**config.mk**
```make
export PLATFORM = sky130hd
export DESIGN_NAME = pkpt_cell
export DESIGN_NICKNAME = d
export VERILOG_FILES = /design/src/design/pid_keyed_process_table_unit_assert.svh /design/src/design/pkpt_pkg.sv /design/src/design/pkpt_cell.sv
export SDC_FILE = /design/constraint.sdc
export NUM_CORES = 1
export LEC_CHECK = 0
export BUFFER_PORTS_ARGS = -buffer_cell sky130_fd_sc_hd__buf_2
export CAP_MARGIN = 25
export CORE_AREA = 2 2 252 254
export DETAILED_ROUTE_END_ITERATION = 10
export DIE_AREA = 0 0 254 256
export GPL_TIMING_DRIVEN = 1
export PLACE_DENSITY = 0.44
export SYNTH_ARGS = -nofsm -noshare
export SYNTH_HDL_FRONTEND = slang
export SYNTH_SLANG_ARGS = --single-unit
```
**constraint.sdc**
```tcl
create_clock -name clk_i -period 1.4 [get_ports clk_i]
set_input_delay 0 -clock clk_i [delete_from_list [all_inputs] [get_ports clk_i]]
set_output_delay 0 -clock clk_i [all_outputs]
set_load 0.05 [all_outputs]
```
**src/design/pid_keyed_process_table_unit_assert.svh**
```systemverilog
// Assertion macros for the process table unit.
// Needs clk_i and rst_ni in the scope where a macro is used.
`ifndef PID_KEYED_PROCESS_TABLE_UNIT_ASSERT_SVH
`define PID_KEYED_PROCESS_TABLE_UNIT_ASSERT_SVH

// same-cycle implication
`define PKPT_ASSERT_IMP(lbl, ante, cons) \
  lbl: assert property (@(posedge clk_i) disable iff (!rst_ni) (ante) |-> (cons)) \
    else $error("pkpt: assertion failed");

// next-cycle implication
`define PKPT_ASSERT_NXT(lbl, ante, cons) \
  lbl: assert property (@(posedge clk_i) disable iff (!rst_ni) (ante) |=> (cons)) \
    else $error("pkpt: assertion failed");

`endif

```
**src/design/pkpt_pkg.sv**
```systemverilog
`timescale 1ns / 1ps
// Shared types and codes of the process table unit.
// No dependencies.
package pkpt_pkg;

  localparam int unsigned ENTRIES_DEF = 64;
  localparam int unsigned SLOT_W      = 6;

  localparam logic [1:0] REQ_EXEC   = 2'd0;
  localparam logic [1:0] REQ_EXIT   = 2'd1;
  localparam logic [1:0] REQ_LOOKUP = 2'd2;
  localparam logic [1:0] REQ_RSV    = 2'd3;

  localparam logic [2:0] STS_UPDATED   = 3'd0;
  localparam logic [2:0] STS_ALLOCATED = 3'd1;
  localparam logic [2:0] STS_FULL      = 3'd2;
  localparam logic [2:0] STS_REMOVED   = 3'd3;
  localparam logic [2:0] STS_NOT_FOUND = 3'd4;
  localparam logic [2:0] STS_FOUND     = 3'd5;

  typedef struct packed {
    logic [1:0]  req_type;
    logic [31:0] proc_id;
    logic [31:0] parent_id;
    logic [31:0] user_id;
    logic [31:0] group_id;
    logic [63:0] event_time;
  } req_t;

  typedef struct packed {
    logic [2:0]        status;
    logic [SLOT_W-1:0] slot_index;
    logic [31:0]       out_parent_id;
    logic [31:0]       out_user_id;
    logic [31:0]       out_group_id;
    logic [31:0]       out_exec_count;
    logic [31:0]       out_episode_events;
    logic [63:0]       out_start_time;
    logic [63:0]       out_last_exec_time;
  } rsp_t;

  typedef struct packed {
    logic [31:0] key;
    logic [31:0] parent;
    logic [31:0] user;
    logic [31:0] group;
    logic [63:0] start_time;
    logic [63:0] last_exec;
    logic [31:0] exec_cnt;
    logic [31:0] episode_events;
  } entry_t;

endpackage

```
**src/design/pkpt_cell.sv**
```systemverilog
`timescale 1ns / 1ps
// One table entry of the rotating entry ring.
// Depends on pkpt_pkg.
module pkpt_cell (
  input  logic             clk_i,
  input  logic             rst_ni,
  input  logic             shift_en_i,
  input  logic             valid_i,
  input  pkpt_pkg::entry_t entry_i,
  output logic             valid_o,
  output pkpt_pkg::entry_t entry_o
);
  import pkpt_pkg::*;

  logic   valid_q;
  entry_t entry_q;

  always_ff @(posedge clk_i or negedge rst_ni) begin
    if (!rst_ni) begin
      valid_q <= 1'b0;
    end else if (shift_en_i) begin
      valid_q <= valid_i;
    end
  end

  always_ff @(posedge clk_i) begin
    if (shift_en_i) begin
      entry_q <= entry_i;
    end
  end

  assign valid_o = valid_q;
  assign entry_o = entry_q;

endmodule

```
==> results.py <==
metrics = {
    "outcome": {
        "result_of_the_run": "finished clean",
    },
    "detailed_routing": {
        "post_drt_via_cell_ratio": 3.300,
        "count_of_unresolved_drc_violations_after_routing": 0,
        "routed_wl_mm": 34.14,
        "vias": 7343,
        "ant_nets": 0,
        "wl_per_cell_um": 15.34,
        "number_of_drc_violations_after_detailed_routing_iteration_0": 317,
        "detail_route.first_pass.iterations": 8,
    },
    "pwr": {
        "p_per_area_mw_per_mm2": 1378,
        "vdd_drop_max_mv": 0.8874,
        "total_chip_power_mw": 25.55,
        "power.static_leakage_nw": 7.734,
    },
    "layout": {
        "mostFrequentLayoutCell": "sky130_fd_sc_hd__buf_2",
        "multi_input_combinational_cell_area_um2": 15.01,
        "commonest_cells_after_routing_fill_and_taps_aside": "sky130_fd_sc_hd__buf_2, sky130_fd_sc_hd__dlygate4sd3_1, sky130_fd_sc_hd__edfxtp_1",
        "final_net_count": 1678,
        "area_growth_syn_to_fin_pct": 92.18,
        "final-seq-area_mm2": 0.009634,
        "nFillCells": 6299,
        "antenna-diode-count": 0,
        "post_route_cells_drive_above_1_share": 0.5236,
        "postLayoutCoreUtil": 0.2972,
    },
    "worst_setup_path": {
        "critical_path.cell_chain": "mux2_4 > dlygate4sd3_1",
        "cp_slowest_cell": "sky130_fd_sc_hd__dlygate4sd3_1",
        "cpLargestDelayFamily": "buffers and inverters",
        "worst_setup_path_end_kind": "register",
        "path_max_fanout": 2,
        "timing.critical_path.buf_inv": 1,
        "start_kind": "register",
        "criticalPathCategory": "register to register",
        "cp_data_required_time_ns": 1.81,
        "crit_arrival_ns": 1.71,
        "crit_path_max_incr_delay_ns": 0.55,
    },
    "die": {
        "design.portCount": 645,
        "floorplan.initialDensity": 0.1547,
        "dieArea_mm2": 0.06502,
        "die_height_um": 256,
        "num_rows": 92,
        "coreArea_mm2": 0.06239,
        "dieWidth_um": 254,
    },
    "clock_network": {
        "cts.reportedPaths.clkPinSlew_ns": 0.06,
        "clockBufferDepth": 3,
        "clock_latency_ns": 0.52,
        "post_cts_resized": 0,
        "clock_tree.htree_level_count": 2,
        "clock_tree_from_tritoncts": "done",
        "cts_root_buffer": "sky130_fd_sc_hd__clkbuf_16",
        "tritoncts_num_sinks": 321,
        "cts-buffers-inserted": 36,
    },
    "timing": {
        "grt_setup_unrepaired": "false",
        "timing.final.setup_violations": 0,
        "worstMarginPinSlew_ns": 0.5306,
        "layout_setup_ws_ns": 0.09990,
        "slew-limit-headroom": 0.6462,
        "timing_max_transition_violations_final": 0,
        "fin_skew_ns": 0,
        "max_freq_mhz": 769.2,
        "setup_tns_ns": 0,
        "final_hold_viol_count": 0,
        "finalCritPeriodShare": 0.9286,
        "post-route-min-period_ns": 1.300,
    },
    "placed_design": {
        "numPortBuffers": 644,
        "dp_hpwl_mm": 24.74,
        "gp_routability_congestion": 0.8356,
        "place_ws_ns": 0.3597,
    },
    "run": {
        "maxCapViolCount": 0,
    },
    "synth": {
        "synth-seq-cells": 321,
        "yosys_warnings": 0,
        "synthDistinctLibCells": 3,
        "syn_inst": 322,
        "synth.avg_cell_area_um2": 29.97,
        "yosysSeqAreaShare": 0.9984,
        "syn-cell-area_mm2": 0.009649,
        "synthesis.nets": 646,
    },
    "min_path": {
        "hold_class": "primary input to register",
    },
    "global_route": {
        "antenna_found_initial": 6,
        "grt_first_pass_wirelength_mm": 48.83,
        "globalRoute.totalOverflow": 0,
        "grt_pass1_vias": 8148,
        "grt_start_max_net_pins": 81,
        "grtUsageTotal": 0.1004,
    },
}
## power breakdown
| part | internal, mW | switching (mW) | total (mW) |
|---|---|---|---|
| Combinational | 1.46 | 3.49 | 4.95 |
| Sequential | 11.4 | 0.199 | 11.6 |
| Clock | 5.24 | 3.75 | 8.99 |
| Total | 18.1 | 7.44 | 25.6 |
## through the flow
step | std cells | cell area, um^2 | hold slack, ns
2_1_floorplan | 322 | 9649 | -0.2956
3_3_place_gp | 1837 | 14180 | -0.2190
3_5_place_dp | 1837 | 14180 | -0.2247
4_1_cts | 2225 | 18540 | 0.1246
5_1_grt | 2225 | 18540 | 0.1509
6_report | 2225 | 18540 | 0.1764
## synthesized netlist by cell type
cell / count / share of area
sky130_fd_sc_hd__dfrtp_1: 1 / 0.0026
sky130_fd_sc_hd__edfxtp_1: 320 / 1.0
sky130_fd_sc_hd__mux2_4: 1 / 0.0016
## worst paths after layout
| kind | cells past startpoint | end | start | slack, ns |
|---|---|---|---|---|
| worst max register to register | 2 | valid_o | valid_o | 0.1 |
| max in group asynchronous | 3 | valid_o | rst_ni | 0.97 |
| worst min-delay path | 2 | entry_o[314] | entry_i[314] | 0.18 |
| worst min register to register | 2 | valid_o | valid_o | 1.05 |
| worst max-delay path | 2 | valid_o | valid_o | 0.1 |
| min in group asynchronous | 3 | valid_o | rst_ni | 0.32 |
## routing by layer
metal / track usage / routed length [um] / vias up
li1: - / - / 3395
met1: 0.1109 / 12930 / 3487
met2: 0.1792 / 17380 / 389
met3: 0.02898 / 2734 / 68
met4: 0.04052 / 1055 / 4
met5: 0 / 26 / -
## what timing repair did
action / CTS / global route
setup buffers: 0 / 0
hold buffers: 325 / 0
endpoints found under the hold margin: 390 / 0
## state kept, by name (all words and copies together), names as in the netlist
register  cells
entry_o     320
valid_o       1
## cells by family (layout without fill, tap and decap cells)
group    count (synthesis)  in the layout  share of synthesized area
mux                      1              1                   0.001556
buf+inv                  0           1057                          0
flops                  321            321                     0.9984
## cell type report
type / count / area share
clock buffers: 41 / 0.05128
clock inverters: 22 / 0.008704
multi-input cells: 1 / 0.0008097
flip-flops and latches: 321 / 0.5195
well taps: 846 / 0.05708
repair buffers: 994 / 0.3626
No activity file was read; power rests on OpenSTA's default activity.
