## src/design/pid_keyed_process_table_unit_assert.svh

```systemverilog
// Assertion macros for the process table unit.
// Needs clk_i and rst_ni in the scope where a macro is used.
`ifndef PID_KEYED_PROCESS_TABLE_UNIT_ASSERT_SVH
`define PID_KEYED_PROCESS_TABLE_UNIT_ASSERT_SVH

// same-cycle implication
`define PKPT_ASSERT_IMP(lbl, ante, cons) \
  lbl: assert property (@(posedge clk_i) disable iff (!rst_ni) (ante) |-> (cons)) \
    else $error("pkpt: assertion failed");

// next-cycle implication
`define PKPT_ASSERT_NXT(lbl, ante, cons) \
  lbl: assert property (@(posedge clk_i) disable iff (!rst_ni) (ante) |=> (cons)) \
    else $error("pkpt: assertion failed");

`endif

```

## src/design/pkpt_pkg.sv

```systemverilog
`timescale 1ns / 1ps
// Shared types and codes of the process table unit.
// No dependencies.
package pkpt_pkg;

  localparam int unsigned ENTRIES_DEF = 64;
  localparam int unsigned SLOT_W      = 6;

  localparam logic [1:0] REQ_EXEC   = 2'd0;
  localparam logic [1:0] REQ_EXIT   = 2'd1;
  localparam logic [1:0] REQ_LOOKUP = 2'd2;
  localparam logic [1:0] REQ_RSV    = 2'd3;

  localparam logic [2:0] STS_UPDATED   = 3'd0;
  localparam logic [2:0] STS_ALLOCATED = 3'd1;
  localparam logic [2:0] STS_FULL      = 3'd2;
  localparam logic [2:0] STS_REMOVED   = 3'd3;
  localparam logic [2:0] STS_NOT_FOUND = 3'd4;
  localparam logic [2:0] STS_FOUND     = 3'd5;

  typedef struct packed {
    logic [1:0]  req_type;
    logic [31:0] proc_id;
    logic [31:0] parent_id;
    logic [31:0] user_id;
    logic [31:0] group_id;
    logic [63:0] event_time;
  } req_t;

  typedef struct packed {
    logic [2:0]        status;
    logic [SLOT_W-1:0] slot_index;
    logic [31:0]       out_parent_id;
    logic [31:0]       out_user_id;
    logic [31:0]       out_group_id;
    logic [31:0]       out_exec_count;
    logic [31:0]       out_episode_events;
    logic [63:0]       out_start_time;
    logic [63:0]       out_last_exec_time;
  } rsp_t;

  typedef struct packed {
    logic [31:0] key;
    logic [31:0] parent;
    logic [31:0] user;
    logic [31:0] group;
    logic [63:0] start_time;
    logic [63:0] last_exec;
    logic [31:0] exec_cnt;
    logic [31:0] episode_events;
  } entry_t;

endpackage

```

## src/design/pkpt_ctrl.sv

```systemverilog
`timescale 1ns / 1ps
// Request sequencer: scans the ring head, updates entries, holds the result.
// Depends on pkpt_pkg.
module pkpt_ctrl #(
  parameter int unsigned ENTRIES = pkpt_pkg::ENTRIES_DEF
) (
  input  logic             clk_i,
  input  logic             rst_ni,
  input  logic             in_valid_i,
  output logic             in_stall_o,
  input  pkpt_pkg::req_t   in_req_i,
  output logic             out_valid_o,
  input  logic             out_stall_i,
  output pkpt_pkg::rsp_t   out_rsp_o,
  input  logic             head_valid_i,
  input  pkpt_pkg::entry_t head_entry_i,
  output logic             tail_valid_o,
  output pkpt_pkg::entry_t tail_entry_o,
  output logic             shift_en_o
);
  import pkpt_pkg::*;

  localparam int unsigned IW = $clog2(ENTRIES);

  localparam logic [1:0] S_IDLE  = 2'd0;
  localparam logic [1:0] S_SCAN  = 2'd1;
  localparam logic [1:0] S_PLACE = 2'd2;
  localparam logic [1:0] S_FLUSH = 2'd3;

  logic [1:0]    state_q, state_d;
  logic [IW-1:0] idx_q, idx_d;
  logic [IW-1:0] free_idx_q, free_idx_d;
  logic          hit_found_q, hit_found_d;
  logic          free_found_q, free_found_d;
  logic          out_valid_q, out_valid_d;
  req_t          req_q;
  rsp_t          res_q, res_d;
  rsp_t          out_rsp_q;
  logic          req_ld, out_ld, last_idx, is_hit;
  entry_t        upd_entry, new_entry;

  function automatic rsp_t make_rsp(logic [2:0] sts, logic [IW-1:0] slot, entry_t e);
    rsp_t r;
    r.status             = sts;
    r.slot_index         = SLOT_W'(slot);
    r.out_parent_id      = e.parent;
    r.out_user_id        = e.user;
    r.out_group_id       = e.group;
    r.out_exec_count     = e.exec_cnt;
    r.out_episode_events = e.episode_events;
    r.out_start_time     = e.start_time;
    r.out_last_exec_time = e.last_exec;
    return r;
  endfunction

  always_comb begin
    upd_entry                = head_entry_i;
    upd_entry.parent         = req_q.parent_id;
    upd_entry.user           = req_q.user_id;
    upd_entry.group          = req_q.group_id;
    upd_entry.last_exec      = req_q.event_time;
    upd_entry.exec_cnt       = head_entry_i.exec_cnt + 32'd1;
    upd_entry.episode_events = head_entry_i.episode_events + 32'd1;

    new_entry.key            = req_q.proc_id;
    new_entry.parent         = req_q.parent_id;
    new_entry.user           = req_q.user_id;
    new_entry.group          = req_q.group_id;
    new_entry.start_time     = req_q.event_time;
    new_entry.last_exec      = req_q.event_time;
    new_entry.exec_cnt       = 32'd1;
    new_entry.episode_events = 32'd1;
  end

  assign last_idx = (idx_q == IW'(ENTRIES - 1));
  assign is_hit   = head_valid_i && (head_entry_i.key == req_q.proc_id) &&
                    (req_q.req_type != REQ_RSV) && !hit_found_q;

  always_comb begin
    state_d      = state_q;
    idx_d        = idx_q;
    free_idx_d   = free_idx_q;
    hit_found_d  = hit_found_q;
    free_found_d = free_found_q;
    res_d        = res_q;
    out_valid_d  = out_valid_q && out_stall_i;
    tail_valid_o = head_valid_i;
    tail_entry_o = head_entry_i;
    shift_en_o   = 1'b0;
    req_ld       = 1'b0;
    out_ld       = 1'b0;
    case (state_q)
      S_IDLE: begin
        if (in_valid_i) begin
          req_ld       = 1'b1;
          idx_d        = '0;
          free_idx_d   = '0;
          hit_found_d  = 1'b0;
          free_found_d = 1'b0;
          res_d        = make_rsp(STS_NOT_FOUND, '0, '0);
          state_d      = S_SCAN;
        end
      end
      S_SCAN: begin
        shift_en_o = 1'b1;
        idx_d      = last_idx ? '0 : idx_q + 1'b1;
        if (is_hit) begin
          hit_found_d = 1'b1;
          case (req_q.req_type)
            REQ_EXEC: begin
              tail_entry_o = upd_entry;
              res_d        = make_rsp(STS_UPDATED, idx_q, upd_entry);
            end
            REQ_EXIT: begin
              tail_valid_o = 1'b0;
              res_d        = make_rsp(STS_REMOVED, idx_q, head_entry_i);
            end
            default: begin
              res_d = make_rsp(STS_FOUND, idx_q, head_entry_i);
            end
          endcase
        end
        if (!head_valid_i && !free_found_q) begin
          free_found_d = 1'b1;
          free_idx_d   = idx_q;
        end
        if (last_idx) begin
          if (hit_found_q || is_hit) begin
            state_d = S_FLUSH;
          end else if (req_q.req_type == REQ_EXEC && (free_found_q || !head_valid_i)) begin
            state_d = S_PLACE;
          end else begin
            if (req_q.req_type == REQ_EXEC) begin
              res_d = make_rsp(STS_FULL, '0, '0);
            end
            state_d = S_FLUSH;
          end
        end
      end
      S_PLACE: begin
        shift_en_o = 1'b1;
        idx_d      = last_idx ? '0 : idx_q + 1'b1;
        if (idx_q == free_idx_q) begin
          tail_valid_o = 1'b1;
          tail_entry_o = new_entry;
          res_d        = make_rsp(STS_ALLOCATED, idx_q, new_entry);
        end
        if (last_idx) begin
          state_d = S_FLUSH;
        end
      end
      S_FLUSH: begin
        if (!out_valid_q || !out_stall_i) begin
          out_ld      = 1'b1;
          out_valid_d = 1'b1;
          state_d     = S_IDLE;
        end
      end
      default: begin
        state_d = S_IDLE;
      end
    endcase
  end

  always_ff @(posedge clk_i or negedge rst_ni) begin
    if (!rst_ni) begin
      state_q      <= S_IDLE;
      idx_q        <= '0;
      free_idx_q   <= '0;
      hit_found_q  <= 1'b0;
      free_found_q <= 1'b0;
      out_valid_q  <= 1'b0;
    end else begin
      state_q      <= state_d;
      idx_q        <= idx_d;
      free_idx_q   <= free_idx_d;
      hit_found_q  <= hit_found_d;
      free_found_q <= free_found_d;
      out_valid_q  <= out_valid_d;
    end
  end

  always_ff @(posedge clk_i) begin
    res_q <= res_d;
    if (req_ld) begin
      req_q <= in_req_i;
    end
    if (out_ld) begin
      out_rsp_q <= res_q;
    end
  end

  assign in_stall_o  = (state_q != S_IDLE);
  assign out_valid_o = out_valid_q;
  assign out_rsp_o   = out_rsp_q;

endmodule

```

## config.mk

```make
export PLATFORM = sky130hd
export DESIGN_NAME = pkpt_ctrl
export DESIGN_NICKNAME = d
export VERILOG_FILES = /design/src/design/pid_keyed_process_table_unit_assert.svh /design/src/design/pkpt_pkg.sv /design/src/design/pkpt_ctrl.sv
export SDC_FILE = /design/constraint.sdc
export NUM_CORES = 2
export LEC_CHECK = 0
export BUFFER_PORTS_ARGS = -buffer_cell sky130_fd_sc_hd__buf_2
export CAP_MARGIN = 10
export CORE_AREA = 2 2 443 445
export DETAILED_ROUTE_END_ITERATION = 8
export DIE_AREA = 0 0 445 447
export GPL_TIMING_DRIVEN = 0
export SLEW_MARGIN = 10
export SYNTH_ARGS = -nofsm -noshare
export SYNTH_HDL_FRONTEND = slang
export SYNTH_SLANG_ARGS = --single-unit
```

## constraint.sdc

```tcl
create_clock -name clk_i -period 30.6 [get_ports clk_i]
set_clock_uncertainty 0.1 [all_clocks]
set_input_delay 4.59 -clock clk_i [delete_from_list [all_inputs] [get_ports clk_i]]
set_output_delay 4.59 -clock clk_i [all_outputs]
set_load 0.02 [all_outputs]
```

==> impl_metrics.toml <==
[floorplanning]
core_area_mm2 = 0.194
initial_core_util_pct = 19.6
die_area_mm2 = 0.199
die_w_um = 445
die_y_um = 447
rows = 162
ios = 1140

[clock_network]
cts.sinks = 805
cts_setup_buffers = 0
cts_max_path_buffers = 3
worstSkewPairLatency_ps = 740
cts.htree.levels = 3
root_buffer = "clkbuf_16"
cts.repair.resized = 0
postCtsHoldBufs = 0
cts_buffers = 100
cts_tree = "built"
cts.clk_slew.worst_paths_ps = 70

[power_and_ir_drop]
ir_drop_uv = 39.5
power_density_mw_per_mm2 = 50.7
power_mw = 2.60
power.leakage_nw = 19.0

[sta]
rsz0062_at_grt = "no"
tns_ps = 0
hold_slack_ps = 343
final_max_slew_viol_count = 0
setup_viol = 0
hold_viol = 0
maxSlewHeadroom_pct = 7.42
fin_crit_sh_pct = 44.5
period_needed_ps = 13630
fmax_mhz = 73.4
tightest_slew_ps = 1370

[detailed_routing]
ant_nets = 0
wire_per_inst_um = 33.8
wl_met2_um = 111000
vias_per_cell = 4.95
drt_wl_total_um = 240000
top_layer = "met5"
drtPass1Iterations = 8
wl_met3_um = 25900
dr.first_iter.drc_count = 4076
drc = 0
wl_met1_um = 85500
vias = 35200

[synthesis]
synth-seq-cells = 805
synthDistinctLibCells = 65
synth_flop_cell = "edfxtp_1"
synth_top_area_cell = "edfxtp_1"
synthArstFlopShare_pct = 2.11
synth_nets = 3702
yosys_warnings = 0
synth_edf_count = 788
synth.top_cell.area_share_pct = 62.3
yosys-top-cells-area = "edfxtp_1 (62%), a22o_1 (7.2%), nand2_1 (5.3%)"
synth_area_mm2 = 0.0380
syn_inst = 3175
synthTopCellsByCount = "edfxtp_1 (788), nand2_1 (541), a22o_1 (312)"
syn_avg_cell_area_um2 = 12.0
yosysMostFrequentCell = "edfxtp_1"
ys_seq_area_share_pct = 63.4

[job]
cap_viol_max_count = 0

[placement]
dpl.hpwl_um = 193000
io_buffers = 1133
place_congestion = 0.998

[critical_path]
cp_max_fo = 10
startpoint_type = "primary input"
crit_type = "primary input to primary output"
r2r_cells = 14
cp-end-kind = "primary output"
cp.required_ps = 25910
worstPathArrival_ps = 8940

[global_route]
track_usage_pct = 23.2
overflow = 0
first_global_vias = 33900
antenna_found_initial = 79
grt_pass1_wl_um = 310000
grt_max_degree = 93

[layout]
drive_above_1_share_pct = 31.3
fillerInstances = 20700
syn_to_final_growth_pct = 34.9
layout.nets = 4978

[worst_hold_path]
hp-class = "flop to flop"
hold-path-cell-count = 0

[status]
status = "finished clean"
## layout make-up
class	instances	area, um2	share of cell area, %
antenna	39	97.6	0.190
multi-input combinational	2094	12800	25.0
buffer	257	1070	2.10
clock inverter	61	621	1.21
sequential	805	24100	47.0
tap	2542	3180	6.21
clock buffer	127	2670	5.20
inverter	19	78.8	0.154
timing repair buffer	1174	6620	12.9
## through the flow
stage	util [%]	worst slack, ps	cell area, um2	cells
2_1_floorplan	-	3210	38000	3175
3_3_place_gp	24.1	-13600	46800	6850
3_5_place_dp	24.6	17010	47900	6891
4_1_cts	26.3	16980	51100	7079
5_1_grt	26.4	16860	51200	7106
6_report	26.4	16970	51200	7118
## power by group
part	switching [mW]	leakage (nW)	internal, mW
registers	0.00169	6.69	1.20
clock network	0.514	1.60	0.701
logic	0.118	10.7	0.0673
## worst max-delay path, cell delays in order
cell	delay, ps
buf_2	170
xor2_1	160
nor4_1	370
nand4_2	420
nor3_1	620
a31o_1	220
buf_2	390
buf_2	580
buf_2	690
a22o_1	400
buf_2	230
## flip-flops by register name, indices dropped and copies added, names as in the netlist
name	flops
idx_q	6
out_rsp_o	297
state_q	2
new_entry	192
req_q	2
free_idx_q	6
res_q	297
free_found_q	1
out_valid_o	1
hit_found_q	1
## cell usage in the layout, fill, tap and decap left out, types with 14 or more instances in the layout
cell,instances
dfrtp_1,17
clkinv_1,21
nand4_1,24
nor2_1,259
buf_2,1192
buf_12,20
clkbuf_16,101
nand2_1,541
a22o_1,312
a211oi_1,62
a31oi_1,66
nor4_1,14
clkinv_2,17
and3_1,186
edfxtp_1,788
nand3_1,39
inv_1,17
o21ai_1,81
buf_16,19
xnor2_1,39
o21ai_0,30
o31ai_1,162
nor3_1,17
clkbuf_1,193
diode_2,39
mux2i_1,71
xor2_1,62
## routing by layer
| metal | up-vias | global-route usage [%] |
|---|---|---|
| li1 | 14700 | - |
| met1 | 17600 | 25.8 |
| met5 | - | 0 |
| met2 | 2283 | 37.3 |
| met3 | 569 | 8.47 |
| met4 | 14 | 14.8 |
## path summary, 6_finish.rpt
path                                     end  slack, ps              start
setup / recovery           tail_entry_o[123]      16970  head_entry_i[292]
hold / removal                out_rsp_o[294]        340         res_q[294]
setup reg to reg                  res_q[218]      25890           idx_q[3]
hold reg to reg               out_rsp_o[294]        340         res_q[294]
max in group asynchronous      free_idx_q[1]      26390             rst_ni
min in group asynchronous        hit_found_q       3700             rst_ni
## kinds of logic (layout without fill, tap and decap cells)
family,Yosys count,in the layout,synth area share (%)
adders and majority gates,8,8,0.263
buffers and inverters,276,1638,2.97
AOI/OAI and AO/OA,786,786,15.8
other,0,39,0
xor gates and xnor gates,101,101,2.33
and+or+nand+nor,1128,1128,13.4
muxes,71,71,1.87
DFF,805,805,63.4
Note: power is estimated with default switching activity, not from simulation.
